**src/brst_pkg.sv**
```systemverilog
// Shared types and constants for the bitmap rank/select tree.
// Request and response beat layouts; no dependencies.
`timescale 1ns / 1ps

package brst_pkg;

  localparam int POS_W  = 10;
  localparam int RANK_W = 11;

  localparam logic MODE_SET    = 1'b0;
  localparam logic MODE_SELECT = 1'b1;

  typedef struct packed {
    logic              mode;
    logic [POS_W-1:0]  position;
    logic              bit_value;
    logic [RANK_W-1:0] rank_index;
  } req_t;

  typedef struct packed {
    logic [POS_W-1:0]  selected_position;
    logic              found;
    logic [RANK_W-1:0] total_count;
  } rsp_t;

endpackage

```
**src/brst_ctrl.sv**
```systemverilog
// Sequencer for the rank/select tree: clear sweep, leaf-to-root update,
// root-to-leaf descent and the response register. Uses brst_pkg.
`timescale 1ns / 1ps

module brst_ctrl #(
  parameter int LEAVES = 1024,
  parameter int AW     = 11,
  parameter int CW     = 11
) (
  input  logic           clk,
  input  logic           rst,
  input  logic           req_valid,
  output logic           req_ready,
  input  brst_pkg::req_t req,
  output logic           rsp_valid,
  input  logic           rsp_ready,
  output brst_pkg::rsp_t rsp,
  output logic           we,
  output logic [AW-1:0]  waddr,
  output logic [CW-1:0]  wdata,
  output logic [AW-1:0]  raddr,
  input  logic [CW-1:0]  rdata
);

  import brst_pkg::*;

  localparam int LW    = AW - 1;
  localparam int SPAN  = 1 << LW;
  localparam int CMP_W = ((CW > RANK_W) ? CW : RANK_W) + 1;

  typedef enum logic [4:0] {
    CLEAR = 5'b00001,
    IDLE  = 5'b00010,
    UP    = 5'b00100,
    SEL   = 5'b01000,
    HOLD  = 5'b10000
  } state_t;

  state_t            state;
  logic [AW-1:0]     clr;
  logic [AW-1:0]     node;
  logic [CW-1:0]     cur;
  logic [CW-1:0]     acc;
  logic [CW-1:0]     total;
  logic [RANK_W-1:0] k;
  rsp_t              hold_rsp;

  logic [AW-1:0] leaf;
  logic          pos_ok;
  logic          k_ok;
  logic [CW-1:0] up_sum;
  logic [AW-1:0] up_parent;
  logic          go_left;
  logic [AW-1:0] sel_next;
  logic          sel_leaf;
  logic          fin;
  rsp_t          fin_rsp;
  logic          rsp_free;
  logic          rsp_load;

  assign req_ready = (state == IDLE);
  assign rsp_free  = !rsp_valid || rsp_ready;
  assign rsp_load  = rsp_free && (fin || state == HOLD);

  assign leaf      = AW'(SPAN) + AW'(req.position);
  assign pos_ok    = 32'(req.position) < 32'(LEAVES);
  assign k_ok      = (req.rank_index != '0) && (CMP_W'(req.rank_index) <= CMP_W'(total));
  assign up_sum    = CW'(cur + rdata);
  assign up_parent = node >> 1;
  assign go_left   = (CMP_W'(acc) + CMP_W'(rdata)) >= CMP_W'(k);
  assign sel_next  = {node[AW-2:0], ~go_left};
  assign sel_leaf  = sel_next[AW-1];

  always_comb begin
    we      = 1'b0;
    waddr   = clr;
    wdata   = '0;
    raddr   = node;
    fin     = 1'b0;
    fin_rsp = '0;
    case (state)
      CLEAR: begin
        we = 1'b1;
      end
      IDLE: begin
        if (req_valid) begin
          if (req.mode == MODE_SET && pos_ok) begin
            we    = 1'b1;
            waddr = leaf;
            wdata = CW'(req.bit_value);
            raddr = leaf ^ AW'(1);
          end else if (req.mode == MODE_SELECT && k_ok) begin
            raddr = AW'(2);
          end else begin
            fin                 = 1'b1;
            fin_rsp.total_count = RANK_W'(total);
          end
        end
      end
      UP: begin
        we    = 1'b1;
        waddr = up_parent;
        wdata = up_sum;
        if (up_parent == AW'(1)) begin
          fin                 = 1'b1;
          fin_rsp.total_count = RANK_W'(up_sum);
        end else begin
          raddr = up_parent ^ AW'(1);
        end
      end
      SEL: begin
        if (sel_leaf) begin
          fin                       = 1'b1;
          fin_rsp.selected_position = POS_W'(sel_next[LW-1:0]);
          fin_rsp.found             = 1'b1;
          fin_rsp.total_count       = RANK_W'(total);
        end else begin
          raddr = {sel_next[AW-2:0], 1'b0};
        end
      end
      default: begin
      end
    endcase
  end

  always_ff @(posedge clk) begin
    if (rst) begin
      state     <= CLEAR;
      clr       <= '0;
      total     <= '0;
      rsp_valid <= 1'b0;
    end else begin
      if (rsp_ready && !rsp_load) begin
        rsp_valid <= 1'b0;
      end
      case (state)
        CLEAR: begin
          clr <= clr + AW'(1);
          if (&clr) begin
            state <= IDLE;
          end
        end
        IDLE: begin
          if (req_valid) begin
            if (req.mode == MODE_SET && pos_ok) begin
              node  <= leaf;
              cur   <= CW'(req.bit_value);
              state <= UP;
            end else if (req.mode == MODE_SELECT && k_ok) begin
              node  <= AW'(1);
              acc   <= '0;
              k     <= req.rank_index;
              state <= SEL;
            end
          end
        end
        UP: begin
          node <= up_parent;
          cur  <= up_sum;
          if (up_parent == AW'(1)) begin
            total <= up_sum;
          end
        end
        SEL: begin
          if (!go_left) begin
            acc <= CW'(acc + rdata);
          end
          node <= sel_next;
        end
        HOLD: begin
          if (rsp_free) begin
            rsp       <= hold_rsp;
            rsp_valid <= 1'b1;
            state     <= IDLE;
          end
        end
        default: begin
          state <= IDLE;
        end
      endcase
      if (fin) begin
        if (rsp_free) begin
          rsp       <= fin_rsp;
          rsp_valid <= 1'b1;
          state     <= IDLE;
        end else begin
          hold_rsp <= fin_rsp;
          state    <= HOLD;
        end
      end
    end
  end

  // Update walk never reaches the root node as its current node.
  a_up_below_root: assert property (@(posedge clk) disable iff (rst)
    (state == UP) |-> (node > AW'(1)))
    else $error("update walk at root");

  // Descent only runs for a rank inside 1..total.
  a_sel_rank: assert property (@(posedge clk) disable iff (rst)
    (state == SEL) |-> (k != '0 && CMP_W'(k) <= CMP_W'(total)))
    else $error("descent with out-of-range rank");

  a_total_bound: assert property (@(posedge clk) disable iff (rst)
    32'(total) <= 32'(LEAVES))
    else $error("total exceeds leaf count");

  a_hold_on_stall: assert property (@(posedge clk) disable iff (rst)
    (fin && !rsp_free) |=> (state == HOLD))
    else $error("finished result lost on stall");

endmodule

```
**config.mk**
```make
export PLATFORM = sky130hd
export DESIGN_NAME = brst_ctrl
export DESIGN_NICKNAME = d
export VERILOG_FILES = /design/src/brst_pkg.sv /design/src/brst_ctrl.sv
export SDC_FILE = /design/constraint.sdc
export NUM_CORES = 1
export LEC_CHECK = 0
export BUFFER_PORTS_ARGS = -buffer_cell sky130_fd_sc_hd__buf_2
export CAP_MARGIN = 25
export CORE_MARGIN = 10
export CORE_UTILIZATION = 38
export CTS_BUF_LIST = sky130_fd_sc_hd__clkbuf_8
export DETAILED_ROUTE_END_ITERATION = 12
export RECOVER_POWER = 50
export SYNTH_ARGS = -nofsm -noshare
export SYNTH_HDL_FRONTEND = slang
export SYNTH_SLANG_ARGS = --single-unit
```
**constraint.sdc**
```tcl
create_clock -name clk -period 11.9 [get_ports clk]
set_input_delay 0.595 -clock clk [delete_from_list [all_inputs] [get_ports clk]]
set_output_delay 0.595 -clock clk [all_outputs]
set_load 0.03 [all_outputs]
```
==> results of run 1 <==
-- placed cells by master (no fill, tap or decap), types with 11 or more instances in the layout --
cell type	synthesis	final
clkbuf_8	0	20
nor2_1	53	54
ha_1	44	44
nand2_1	84	84
nand3_1	25	25
xnor2_1	14	14
buf_2	7	59
and2_1	20	11
nor3_1	12	11
inv_1	62	67
clkbuf_1	23	39
edfxtp_1	88	88
a221oi_1	15	15
o21ai_0	33	34
dfxtp_1	28	28
a21oi_1	41	42
-- flip-flops by register name, summed over array words and instances, names as in the netlist --
| register | count |
|---|---|
| hold_rsp | 22 |
| rsp | 22 |
| acc | 11 |
| clr | 11 |
| cur | 11 |
| k | 11 |
| node | 11 |
| total | 11 |
| state | 5 |
| rsp_valid | 1 |
-- metrics by stage --
stage          setup WS [ns]  utilization  total power [uW]  cells
3_5_place_dp            6.87        0.422               590   1013
2_1_floorplan           7.42            -               546    716
6_report                6.17        0.438               902   1048
3_3_place_gp            6.94        0.422               590   1013
4_1_cts                 6.89        0.441               912   1044
5_1_grt                 5.91        0.438               941   1048
-- layer usage --
metal	part of all wire	GRT usage	vias up
li1	-	-	2796
met1	0.46	0.216	2786
met2	0.46	0.261	214
met3	0.072	0.0491	28
met4	0.015	0.0468	0
met5	0	0	-
-- power by group --
part | internal (uW) | switching, uW
sequential | 443 | 8.56
combinational | 43.8 | 83.4
clock | 168 | 156
-- worst paths after layout --
kind | to | slack (ns) | cells past startpoint
min | node[6] | 0.45 | 3
min reg2reg | total[7] | 0.46 | 2
max reg2reg | rsp[18] | 6.83 | 7
max | raddr[1] | 6.17 | 8
-- cells by family after synthesis --
| kind of cell | Yosys count |
|---|---|
| AND/OR/NAND/NOR | 251 |
| AO/OA/AOI/OAI | 175 |
| flip-flops | 116 |
| buffers and inverters | 92 |
| adder cells (fa/ha/maj) | 46 |
| XOR/XNOR | 24 |
| multiplexers | 12 |
-- worst reg2reg max path, stage by stage (launching register included) --
cell	delay, ns
dfxtp_1	0.35
or3_1	0.48
nor3b_1	2.21
nand2_2	0.28
o21ai_0	0.24
a21oi_1	0.31
a21oi_2	0.73
a221oi_1	0.18
-- final cells by class --
class,count,area share
well taps,229,0.0365
clock inverters,12,0.00989
multi-input cells,508,0.421
clock buffers,19,0.0333
flip-flops and latches,116,0.408
repair buffers,102,0.0619
inverters,62,0.0297
==> metrics.cfg, run 1 <==
[worst_setup_path]
cp_top_family=simple AND/OR/NAND/NOR gates
crit_top_cell=nor3_1
critPathSlowestCell=nor3b_1
slowest_delay_ns=2.21
path_max_fanout=24
critPathRequiredTime_ns=11.31
rr_startpoint=state[0]
critPathKind=reg -> out
crit_path_start=state[0]
worst-path-buf-inv=1
crit_path_end_kind=output pin
path_cells=or3_1, nor3b_1, nor3_1, nand2b_1, o21a_1, nor3_1, o211ai_1, buf_2
critPathArrivalTime_ns=5.13
start_kind=register

[timing]
setup_viol_count_final=0
period_needed_ns=5.73
drv_slew=59
finalClockSkew_ns=0.0109
tightest_slew_ns=2.84
tns_ns=0
rsz0062_at_grt=false
fin_crit_sh=0.481
hold_viol=0
fmax_mhz=175
timing.slew.headroom=-0.900
holdWs_ns=0.445

[finish]
drive_gt1_frac=0.126
multi_input_area_um2=3300
finalInstanceArea_um2=7850
num-fill-cells=1778
seq_area_um2=3200
fin_nets=891
syn2layout_area_growth_pct=14.1
diodes=0

[grt]
grt_pass1_wl_um=31400
grt_max_degree=34
antenna_found_initial=0
grt_overflow=0
grt_usage=0.166
grt_pass1_vias=5671

[synthesis]
yosys.area_share.xor_xnor=0.0306
ys.flop_type=edfxtp_1
yosysSeqAreaShare=0.466
synth_compound_area_frac=0.170
synthMuxAreaShare=0.0184
yosys.area.top_type_share=0.384
ys_types=63
async_flop_share=0
synth-adder-area-share=0.0858
syn_avg_cell_area_um2=9.61
synth.largest_area_cell=edfxtp_1
syn_inst=716
ys_ff_latch=116
syn_area_um2=6880
ys_top_cells_by_area=edfxtp_1, dfxtp_1, ha_1, nand2_1, inv_1
yosysMostFrequentCell=edfxtp_1
synth_fp_nets=800
synth_edf_count=88
synth_top_family_by_area=simple AND/OR/NAND/NOR gates
synth_simple_gate_area_share=0.178
yosys_warnings=0
yosys-top-cells-count=edfxtp_1, nand2_1, inv_1, nor2_1, ha_1

[clock_tree]
post-cts-setup-buffers=0
cts.path.max_buffers=2
clk_pin_slew_worst_paths_ns=0.07
cts_sinks=116
cts_hold_buf=0
cts_root_buf=clkbuf_8
tritoncts=built
cts_resized=0
cts_made_buffers=17
htree_levels=4
clk_latency_ns=0.45

[pwr]
p_leak_uw=0.00315
power_density_nw_per_um2=115
vdd_drop_max_mv=0.0891

[floorplanning]
core_area_um2=17900
pin_count=96
die_h_um=155
start_util=0.384
die_x_um=155
die_area_um2=23900
rows=49

[outcome]
violations=capacitance limit, slew limit
status=finished, violations left

[detailed_routing]
drc=0
wl_um=20000
firstDrtPassIters=9
ant_nets=0
drt_iter0_drc=423
vias=5824
wl_per_cell_um=19.1
via_per_inst=5.56

[placement]
port_buffers=95
dp_hpwl_um=14900
dpl_cell_area_um2=7550
gp_congestion=0.891

[hold_path]
hold_class=in -> reg
hold_path_startpoint=req[18]

[job]
drv_cap=2

No activity file was read; power rests on OpenSTA's default activity.
==> run 2, diff against run 1 <==
Settings changed: ABC_AREA from default to 1.
Clock period 11.9 ns to 5.6 ns, I/O delays scaled along.
==> run 2 against run 1 <==
Net effect: the run still ends with capacitance limit, slew limit left; clock-buffer cell count fell by 1; wire length rose by 4.3%; cell area is 6.4% higher; first-iteration DRC count fell by 12%; critical path depth rose by 12; core utilization up 0.64 points; final cell count up 17%; combinational power rose by 120%; clock skew up 0.0045 ns; non-clock buffer count grew 1; via count is 7.2% higher; clock power grew to 2.9 times the previous value; critical endpoint unchanged.
==> metrics.cfg, run 2 <==
[floorplanning]
die_area_um2=25100  ; +4.9%
core_area_um2=18800  ; +4.8%
pin_count=96  ; unchanged
die_x_um=158  ; +2.4%
rows=50  ; +2.0%
start_util=0.387  ; +0.00307
die_h_um=158  ; +2.4%

[detailed_routing]
ant_nets=0  ; unchanged
vias=6242  ; +7.2%
drt_iter0_drc=374  ; -12%
via_per_inst=5.10  ; -8.3%
wl_per_cell_um=17.0  ; -11%
firstDrtPassIters=5  ; -4
drc=0  ; unchanged
wl_um=20900  ; +4.3%

[clock_tree]
cts_resized=0  ; unchanged
tritoncts=built
cts_sinks=116  ; unchanged
clk_pin_slew_worst_paths_ns=0.08  ; about the same
clk_latency_ns=0.46  ; about the same
cts_root_buf=clkbuf_8
cts_hold_buf=0  ; unchanged
post-cts-setup-buffers=0  ; unchanged
cts_made_buffers=17  ; unchanged
htree_levels=4  ; unchanged
cts.path.max_buffers=2  ; unchanged

[synthesis]
syn_area_um2=7270  ; +5.7%
syn_inst=874  ; +22%
ys_ff_latch=116  ; unchanged
yosys-top-cells-count=nand2_1, inv_1, nor2_1, edfxtp_1, a21oi_1
syn_avg_cell_area_um2=8.32  ; -13%
synth_edf_count=88  ; unchanged
ys_top_cells_by_area=edfxtp_1, nand2_1, dfxtp_1, ha_1, inv_1
yosysSeqAreaShare=0.441  ; -0.0250
synth.largest_area_cell=edfxtp_1
async_flop_share=0  ; unchanged
synth_fp_nets=958  ; +20%
yosys.area.top_type_share=0.364  ; -0.0206
yosysMostFrequentCell=nand2_1
ys_types=51  ; -19%
ys.flop_type=edfxtp_1
yosys_warnings=0  ; unchanged

[pwr]
switchingPower_uw=599  ; +140%
p_leak_uw=0.00383  ; +21%
clock_power_share=0.432  ; +0.074
vdd_drop_max_mv=0.143  ; +61%
power_frac_seq=0.438  ; -0.063
internal_power_uw=1580  ; +140%
power_density_nw_per_um2=261  ; +130%
comb_power_share=0.130  ; -0.011
switching_share=0.275  ; +0.000413

[timing]
fin_crit_sh=0.704
drv_slew=34  ; -42%
holdWs_ns=0.116  ; -0.329 ns
timing.slew.headroom=-0.376  ; +0.525
hold_viol=0  ; unchanged
setup_viol_count_final=0  ; unchanged
finalClockSkew_ns=0.0154  ; +0.00449 ns
tns_ns=0  ; unchanged
period_needed_ns=3.94
fmax_mhz=254
tightest_slew_ns=2.06  ; -0.781 ns
rsz0062_at_grt=false

[worst_setup_path]
start_kind=register
critPathRequiredTime_ns=5.32  ; -5.99 ns
critPathArrivalTime_ns=3.66  ; -1.47 ns
ff2ff_path_depth=20  ; +13
critPathKind=reg -> out
reg2reg_slack_ns=2.10  ; -4.73 ns
path_max_fanout=5  ; -79%
crit_path_end_kind=output pin

[finish]
fin_nets=1062  ; +19%
syn2layout_area_growth_pct=14.8
drive_gt1_frac=0.150  ; +0.0246
biggestRegsByFlops=hold_rsp (22), rsp (22)
final_cell_mix=nand2_1, inv_1, nor2_1, edfxtp_1, buf_2
diodes=0  ; unchanged
final_common_cell=nand2_1
fin_cells=1225  ; +17%
finalInstanceArea_um2=8350  ; +6.4%

[grt]
grt_pass1_vias=5929  ; +4.5%
grt_max_degree=34  ; unchanged
grt_overflow=0  ; unchanged
antenna_found_initial=0  ; unchanged
grt_usage=0.167  ; +0.00113
grt_pass1_wl_um=32300  ; +2.8%

[job]
drv_cap=1  ; -1

[hold_path]
hold_depth=3  ; unchanged
hold_class=in -> reg

[placement]
placedCellCount=1191  ; +18%
port_buffers=95  ; unchanged
dpl_cell_area_um2=7970  ; +5.5%
dp_hpwl_um=16000  ; +7.6%
gp_congestion=0.873  ; -2.0%

[outcome]
status=finished, violations left
violations=capacitance limit, slew limit

## run 2: cell families after synthesis
logic type / synth area share
AOI/OAI and AO/OA: 0.0917
xor gates and xnor gates: 0.0133
adders and majority gates: 0.0812
buffers and inverters: 0.0862
DFF: 0.441
muxes: 0.0341
and+or+nand+nor: 0.253
## run 2: power groups by stage
stage / Sequential (uW) / Combinational, uW / Clock, uW
after detailed placement: 976 / 289 / 0
final: 955 / 283 / 941
after CTS: 956 / 291 / 955
after floorplan: 991 / 181 / 0
after global routing: 958 / 315 / 994
after global placement: 975 / 288 / 0
## run 2: worst paths after layout
path | start | to
setup / recovery | acc[2] | raddr[1]
hold / removal | req[21] | node[9]
hold reg to reg | total[2] | total[2]
setup reg to reg | acc[2] | acc[6]
## run 2: final cells by class
type | count | area [um^2]
inverter | 135 | 507
clock inverter | 14 | 223
tap | 234 | 293
fill | 1883 | 10400
sequential | 116 | 3200
multi-input combinational | 605 | 3390
clock buffer | 18 | 248
timing repair buffer | 103 | 487
## run 2: per-stage QoR
stage          utilization  power (uW)  setup WS, ns
3_5_place_dp         0.424        1260          2.17
4_1_cts              0.449        2200          1.72
5_1_grt              0.445        2270          1.26
3_3_place_gp         0.424        1260          2.23
2_1_floorplan            -        1170          2.14
6_report             0.445        2180          1.66
## run 2: layer usage
metal	wire length (um)	vias to the layer above	part of all wire	GRT usage
met5	0	-	0	0
met4	325	0	0.016	0.0432
li1	-	3128	-	-
met2	9810	180	0.47	0.272
met1	9290	2910	0.45	0.211
met3	1440	24	0.069	0.0502
## run 2: worst max-delay path, cell delays in order, from the launching register on
cell      delay (ns)
edfxtp_1        0.38
ha_1            0.34
nand2_1         0.09
nand2_1         0.06
o21ai_0         0.24
nand2_1         0.08
a21oi_1         0.20
o21ai_0         0.18
xnor2_1         0.26
inv_1           0.07
ha_1            0.29
nand2_1         0.09
inv_1           0.04
nand3_1         0.08
inv_1           0.05
nand4_1         0.08
nor2_1          0.05
nor2_2          0.16
nand4_1         0.09
nand3_1         0.15
buf_2           0.23
==> run 3, diff against run 2 <==
Clock period 5.6 ns to 4 ns, I/O delays scaled along.
==> run 3 against run 2 <==
Net effect: the flow still finishes with violations (capacitance limit, slew limit); register-to-register slack worse by 1.4 ns; global-route usage decreased by 0.060 points; final cell count grew 0.41%; cell area decreased by 0.36%; wire length fell by 1.0%; die area did not move; worst hold slack worse by 0.073 ns; critical path depth is 1 lower; sequential power is 40% higher; clock skew shrank 0.0034 ns; power up 32%; critical endpoint unchanged.
==> metrics.cfg, run 3 (synthesis results as in run 2) <==
[outcome]
status=finished, violations left
violations=capacitance limit, slew limit

[timing]
tns_ns=0  ; unchanged
layout_setup_ws_ns=0.330  ; -1.33 ns
fmax_mhz=273
rsz0062_at_grt=false
setup_viol_count_final=0  ; unchanged
timing.slew.headroom=-0.264  ; +0.112
hold_viol=0  ; unchanged
tightest_slew_ns=1.90  ; -0.168 ns
finalClockSkew_ns=0.0120  ; -0.00339 ns
fin_crit_sh=0.917
drv_slew=33  ; -2.9%
period_needed_ns=3.67

[detailed_routing]
drc=0  ; unchanged
vias=6212  ; -0.48%
via_per_inst=5.05  ; -0.89%
wl_per_cell_um=16.8  ; -1.5%
firstDrtPassIters=5  ; unchanged
drt_iter0_drc=333  ; -11%
ant_nets=0  ; unchanged
wl_um=20700  ; -1.0%

[clock_tree]
tritoncts=built
cts_sinks=116  ; unchanged
cts.path.max_buffers=2  ; unchanged
clk_latency_ns=0.45  ; about the same
cts_made_buffers=17  ; unchanged
cts_root_buf=clkbuf_8
htree_levels=4  ; unchanged
clk_pin_slew_worst_paths_ns=0.08  ; about the same

[worst_setup_path]
slowest_delay_ns=0.42  ; +0.04 ns
r2r-end=acc[7]
crit_path_start=acc[0]
ff2ff_path_depth=19  ; -5.0%
crit_path_end_kind=output pin
critPathKind=reg -> out
start_kind=register
critPathArrivalTime_ns=3.47  ; -0.19 ns
path_cells=ha_1, fa_1, nand4_1, nand3_1, a21boi_1, o21ai_0, nand2_1, nand3b_1, nand2_1, inv_1, ha_1, inv_1, o211ai_1, inv_1, nand2_1, nor2_2, nand4_1, nand3_1, clkbuf_4
path_max_fanout=4  ; -1
critPathSlowestCell=fa_1
reg2reg_slack_ns=0.67  ; -1.43 ns
rr_startpoint=acc[0]
critPathRequiredTime_ns=3.80  ; -1.52 ns

[grt]
grt_usage=0.166  ; -0.000601
antenna_found_initial=1  ; +1
grt_pass1_vias=6120  ; +3.2%
grt_max_degree=33  ; -2.9%
grt_overflow=0  ; unchanged
grt_pass1_wl_um=32400  ; +0.43%

[finish]
fin_nets=1067  ; +0.47%
biggestRegsByFlops=hold_rsp (22), rsp (22)
drive_gt1_frac=0.150  ; -0.000755
final_cell_mix=nand2_1, inv_1, nor2_1, edfxtp_1, buf_2
syn2layout_area_growth_pct=14.4
diodes=0  ; unchanged
final_common_cell=nand2_1

[placement]
gp_congestion=0.888  ; +1.7%
port_buffers=95  ; unchanged
dp_hpwl_um=15900  ; -0.58%
dp_slack_ns=0.635  ; -1.53 ns

[hold_path]
holdPathEnd=node[9]
hold_depth=3  ; unchanged
hold_path_startpoint=req[21]
hold_class=in -> reg

[pwr]
power_density_nw_per_um2=347  ; +33%
vdd_drop_max_mv=0.219  ; +53%
p_leak_uw=0.00383  ; about the same

[floorplanning]
die_h_um=158  ; unchanged
core_area_um2=18800  ; unchanged
pin_count=96  ; unchanged
start_util=0.387  ; unchanged
die_area_um2=25100  ; unchanged
rows=50  ; unchanged
die_x_um=158  ; unchanged

[job]
drv_cap=1  ; unchanged

[run 3: stage by stage]
step	total power, uW	utilization	hold slack (ns)	cell area [um^2]	cells
floorplan	1640	-	0.299	7270	874
global placement	1770	0.425	0.465	7980	1193
detailed placement	1770	0.425	0.463	7980	1193
CTS	2920	0.448	0.000168	8420	1228
global route	3000	0.443	0.0362	8320	1230
finish	2880	0.443	0.0432	8320	1230
[run 3: final cells by class]
type | instances | area [um^2]
Fill cell | 1883 | 10500
Multi-Input combinational cell | 605 | 3370
Sequential cell | 116 | 3200
Clock inverter | 14 | 159
Clock buffer | 18 | 248
Tap cell | 234 | 293
Timing Repair Buffer | 108 | 534
Inverter | 135 | 507
[run 3: critical path, delay by kind of cell (launching register included)]
family	cells	cell delay, ns
flip-flops	1	0.37
AND/OR/NAND/NOR	9	0.87
buffers and inverters	4	0.40
AO/OA/AOI/OAI	3	0.41
adder cells (fa/ha/maj)	3	0.96
[run 3: worst max-delay path by stage]
stage	to	slack [ns]	cells past startpoint
global route	raddr[1]	0.01	20
detailed placement	acc[3]	0.64	19
global placement	acc[3]	0.70	19
floorplan	acc[0]	0.54	18
finish	raddr[1]	0.33	19
CTS	raddr[1]	0.23	19
[run 3: where the power goes]
part | internal, uW | switching (uW)
combinational | 130 | 264
clock | 629 | 522
sequential | 1320 | 20.5
total | 2080 | 807
[run 3: layer usage]
metal | vias to the layer above | global-route usage | routed length (um)
met5 | - | 0 | 13
met4 | 2 | 0.0569 | 407
met3 | 26 | 0.0475 | 1240
met2 | 164 | 0.275 | 9720
met1 | 2876 | 0.203 | 9280
li1 | 3144 | - | -
[run 3: timing repair]
action / CTS / global route
hold endpoints to repair: 3 / 1
hold buffers: 3 / 1
setup buffers: 0 / 1
setup endpoints to repair: 0 / 1
gates resized for setup: 0 / 3
